## src/ppdf_pkg.sv

```systemverilog
// ----------------------------------------------------------------------------
// ppdf_pkg: shared types and widths for the point-to-plane distance block
// Coordinate, difference and wide datapath widths, the input and result
// words, and the request bundle for the shared adder/subtractor.
// ----------------------------------------------------------------------------
package ppdf_pkg;

   localparam int COORD_WIDTH = 24;
   localparam int DIFF_W      = COORD_WIDTH + 1;
   localparam int NORM_W      = 2 * COORD_WIDTH + 3;
   localparam int DOT_W       = 3 * COORD_WIDTH + 6;
   localparam int WIDE_W      = 6 * COORD_WIDTH + 16;
   localparam int CNT_W       = $clog2(DOT_W);

   typedef logic signed [COORD_WIDTH-1:0] coord_type;
   typedef logic signed [DIFF_W-1:0]      diff_type;
   typedef logic [WIDE_W-1:0]             wide_type;

   typedef struct packed {
      coord_type point_x;
      coord_type point_y;
      coord_type point_z;
      coord_type first_x;
      coord_type first_y;
      coord_type first_z;
      coord_type second_x;
      coord_type second_y;
      coord_type second_z;
      coord_type third_x;
      coord_type third_y;
      coord_type third_z;
   } coords_type;

   typedef struct packed {
      logic [COORD_WIDTH-1:0] distance;
      coord_type              foot_x;
      coord_type              foot_y;
      coord_type              foot_z;
      logic                   degenerate;
   } result_type;

   typedef struct packed {
      wide_type x;
      wide_type y;
      logic     sub;
   } addsub_req_type;

endpackage

```

## src/ppdf_addsub.sv

```systemverilog
// ----------------------------------------------------------------------------
// ppdf_addsub: shared wide adder/subtractor
// Two's complement x + y or x - y over the full datapath width.
// ----------------------------------------------------------------------------
module ppdf_addsub import ppdf_pkg::*; (
   input  addsub_req_type req,
   output wide_type       sum
);

   assign sum = req.x + (req.y ^ {WIDE_W{req.sub}}) + WIDE_W'(req.sub);

endmodule

```

## config.mk

```make
export PLATFORM = sky130hd
export DESIGN_NAME = ppdf_addsub
export DESIGN_NICKNAME = d
export VERILOG_FILES = /design/src/ppdf_pkg.sv /design/src/ppdf_addsub.sv
export SDC_FILE = /design/constraint.sdc
export NUM_CORES = 1
export LEC_CHECK = 0
export BUFFER_PORTS_ARGS = -buffer_cell sky130_fd_sc_hd__buf_2
export CORE_AREA = 2 2 186 188
export DETAILED_ROUTE_END_ITERATION = 8
export DIE_AREA = 0 0 188 190
export PLACE_DENSITY_LB_ADDON = 0.25
export SYNTH_ARGS = -nofsm -noshare
export SYNTH_HDL_FRONTEND = slang
export SYNTH_SLANG_ARGS = --single-unit
```

## constraint.sdc

```tcl
create_clock -name vclk -period 7.2
set_input_delay 1.44 -clock vclk [all_inputs]
set_output_delay 1.44 -clock vclk [all_outputs]
set_load 0.005 [all_outputs]
```

; ---- Word level (Yosys, flattened, before mapping)
; Index checks and enable logic that the tools add are counted.
[op_classes]
n_addsub = 2
n_mul = 0
div_mod_pow = 0
n_lt_le_gt_ge = 0
eq_ne = 0
shift = 0
n_mux = 0
bitwise_logic = 1
reduce_logical = 0
[ops]
columns = cell, count
row1 = adder 160 x 1 -> 160 bit, 1
row2 = adder 160 bit, 1
row3 = XOR 160 bit, 1
[totals]
regBits = 0
latchBits = 0
mem_bits_rw = 0
rom_bits = 0
inputBits = 321
word_cells = 3
memories = 0

; ---- Longest topological paths before layout
[depth]
depth_word = 3
depth_mapped = 18
mapped_depth_nobuf = 15

; ---- Worst setup path after synthesis
; OpenSTA, ideal clock, no wires.
[synth_timing]
path_kind = input port to output port
from = input req[0] (netlist bit)
to = output sum[137]
arrival_ps = 5424
required_ps = 5760
setup_slack_ps = 336
path_stages = 17
path_buffers = 3
path_cell_list = buf_2 buf_1 buf_1 xor2_1 ha_1 nand4_1 or4_4 nor3_2 nand2_1 a21oi_2 o31ai_2 o31a_1 o31a_1 o21a_4 o21ai_4 a21oi_1 xnor2_1
[synth_between]
elab_chain_len = 3
[synth_rtl]
columns = item, line
row1 = start: declaration, ppdf_addsub.sv:6  ; input addsub_req_type req,
row2 = XOR 160 bit, ppdf_addsub.sv:10  ; assign sum = req.x + (req.y ^ {WIDE_W{req.sub}}) + WIDE_W'(req.sub);
row3 = adder 160 bit, ppdf_addsub.sv:10
row4 = adder 160 x 1 -> 160 bit *, ppdf_addsub.sv:10
row5 = end: declaration, ppdf_addsub.sv:7  ; output wide_type sum
; Mark *: on every way between the ends. The rest lies on a longest branch, timed or not.

; ---- Worst setup path in the final report
[layout_timing]
from = input req[0] (netlist bit)
to = output sum[115]
; Same word-level chain as after synthesis.

==> impl_metrics.csv <==
group,metric,value,unit
floorplan,ios,481,
floorplan,num_rows,68,
pwr,p_int,961,uW
layout,fill_cells,3680,
floorplan,initial_core_util,36.5,%
pwr,vdd_drop_max,0.0684,mV
timing,setup_viol,0,
placed_design,place_area,15700,um2
clocking,postCtsHoldBufs,0,
placed_design,dp_worst_setup_slack,-0.108,ns
placed_design,dp_hpwl,51100,um
layout,nNetsFinal,2883,
grt,track_usage,30.2,%
synthesis,yosysTopAreaCellShare,16.6,%
synthesis,yosys-top-cells-area,"ha_1 17%, xor2_1 15%, a21oi_1 11%, xnor2_1 7.1%, nand2_1 6.5%",
timing,finalHoldViolCount,0,
drt,route.detailed.drc,0,
synthesis,ys_types,74,
drt,routed-via-count,16300,
grt,grt_pass1_wl,87500,um
worst_setup_path,critPathLaunchType,"input port",
grt,grt_pass1_vias,15800,
timing,timing.final.crit_share,97.9,%
timing,max_slew_margin,56.6,%
grt,use_met3,1.88,%
layout,drive_above_1_share,25.2,%
layout,multiInputGateArea,11900,um2
worst_setup_path,critPathMaxFanout,18,
timing,tightest_slew,0.646,ns
pwr,seq_power_share,0,%
timing,rsz0062_at_grt,"no",
floorplan,core,33900,um2
synthesis,yosysMostFrequentCell,"a21oi_1",
layout,fin_util,46.5,%
floorplan,die_area,35700,um2
grt,grt_max_degree,35,
drt,routed_wl,57900,um
min_path,worstHoldPathType,"in2out",
pwr,switching_power,1.41,mW
placed_design,place_congestion,0.986,
layout,ff_latch_area,0,um2
outcome,status,"finished, final reports clean",
timing,setup_ws,0.151,ns
pwr,leakage,7.26,nW
synthesis,syn_area_per_cell,6.43,um2
pwr,power_frac_comb,100.0,%
synthesis,syn_nets,2412,
grt,met2_usage,53.5,%
timing,fin_tns_setup,0,ns
drt,first_pass_iters,8,
pwr,powerDensity,150,nW/um2
placed_design,portBuffers,481,
worst_setup_path,critPathArrivalTime,5.61,ns
layout,finalInstanceArea,15800,um2
grt,top_usage_layer,"met2",
timing,slew_violations,0,
grt,gr-total-overflow,0,
floorplan,fp.dieH,190,um
pwr,clockPowerShare,0,%
synthesis,synth_top_area_cell,"ha_1",
pwr,swShare,59.5,%
synthesis,synth-seq-area-share,0,%
worst_setup_path,critPathKind,"in2out",
drt,drtIter0Drc,1061,
synthesis,syn_inst,1926,
drt,via_per_inst,5.72,
worst_setup_path,required,5.76,ns
timing,fin_hold_ws,3.15,ns
drt,avgRoutedWirePerCell,20.3,um
layout,nFlopsAndLatches,0,
timing,fmax,142,MHz
synthesis,netlist_area,12400,um2
layout,nClkBuffers,0,
flow_run,maxCapViolCount,0,
synthesis,yosys-top-cells-count,"283 x a21oi_1, 217 x xor2_1, 216 x nand2_1",
grt,antenna_found_initial,5,
worst_setup_path,cp-end-kind,"output port",
grt,met1_usage,40.0,%
floorplan,die_w,188,um
synthesis,yosys_warnings,0,
drt,detail-route-antenna-nets,0,
timing,period_needed,7.05,ns
layout,syn_to_final_growth,27.4,%
==> power by group through the flow <==
stage            Clock [mW]  Sequential (mW)  Combinational (mW)
2_1_floorplan             0                0                1.34
3_3_place_gp              0                0                2.32
3_5_place_dp              0                0                2.31
4_1_cts                   0                0                2.33
5_1_grt        0.0000000931                0                2.56
6_report        0.000000112                0                2.37
==> logic make-up (layout without fill, tap and decap cells) <==
logic type | Yosys count | after routing | synth area share, %
mux | 2 | 2 | 0.162
buf+inv | 142 | 611 | 4.37
compound gates | 670 | 670 | 32.7
xor+xnor | 317 | 317 | 22.4
other cells | 0 | 6 | 0
fa+ha+maj | 165 | 165 | 16.7
simple gates | 630 | 630 | 23.6
==> area by class of cell <==
type / instances / share of cell area, %
Multi-Input combinational cell: 1784 / 75.4
Antenna cell: 6 / 0.0951
Inverter: 48 / 1.14
Timing Repair Buffer: 563 / 19.8
Tap cell: 455 / 3.60
==> per-stage QoR <==
stage	instances	power (mW)
6_report	2856	2.37
2_1_floorplan	1926	1.34
5_1_grt	2855	2.56
4_1_cts	2848	2.33
3_3_place_gp	2848	2.32
3_5_place_dp	2848	2.31
==> routing by layer <==
metal,wire [um],vias to the layer above
met2,27500,674
met4,1540,0
met5,0,-
met1,25800,7667
met3,3010,83
li1,-,7920
==> cells in the final DEF, fill, tap and decap left out, types with 8 or more instances in the layout <==
master	netlist	layout
nand4_1	81	81
a21boi_0	9	8
o21ai_1	6	10
nor3_1	43	42
nand2b_1	10	10
a21o_1	47	47
buf_2	6	480
a21oi_1	283	280
nand2_1	216	216
o21bai_1	52	52
o211ai_1	9	9
o21ai_0	155	151
o21a_1	19	19
or3_1	12	12
inv_1	48	48
xor2_1	217	215
o31ai_1	13	12
and2_1	9	9
nand3_1	32	32
xnor2_1	100	100
ha_1	164	163
nor2b_1	12	12
buf_4	0	77
nor2_1	173	173
==> worst paths after layout <==
| path | depth (start not counted) | endpoint | from |
|---|---|---|---|
| worst max-delay path | 17 | sum[115] | req[0] |
| worst min-delay path | 3 | sum[0] | req[161] |
==> worst max-delay path: stages <==
cell and delay (ns):
buf_12 0.15, xor2_1 0.17, ha_1 0.33, a21o_1 0.21, o21bai_1 0.19, o31ai_1 0.59, o21a_1 0.27, o21bai_1 0.15
a41o_1 0.41, a21boi_1 0.24, buf_4 0.18, o21a_1 0.19, o21ai_1 0.13, a21oi_1 0.38, o21bai_1 0.17, xnor2_1 0.25
buf_2 0.17
==> timing repair <==
| action | in CTS | in global routing |
|---|---|---|
| setup buffers | 0 | 1 |
| hold endpoints to repair | 0 | 0 |
| gates resized for setup | 2 | 19 |
| endpoints found under the setup margin | 1 | 12 |
| cloned | 0 | 1 |
| pin swaps | 0 | 2 |
(Power assumes the default switching activity.)
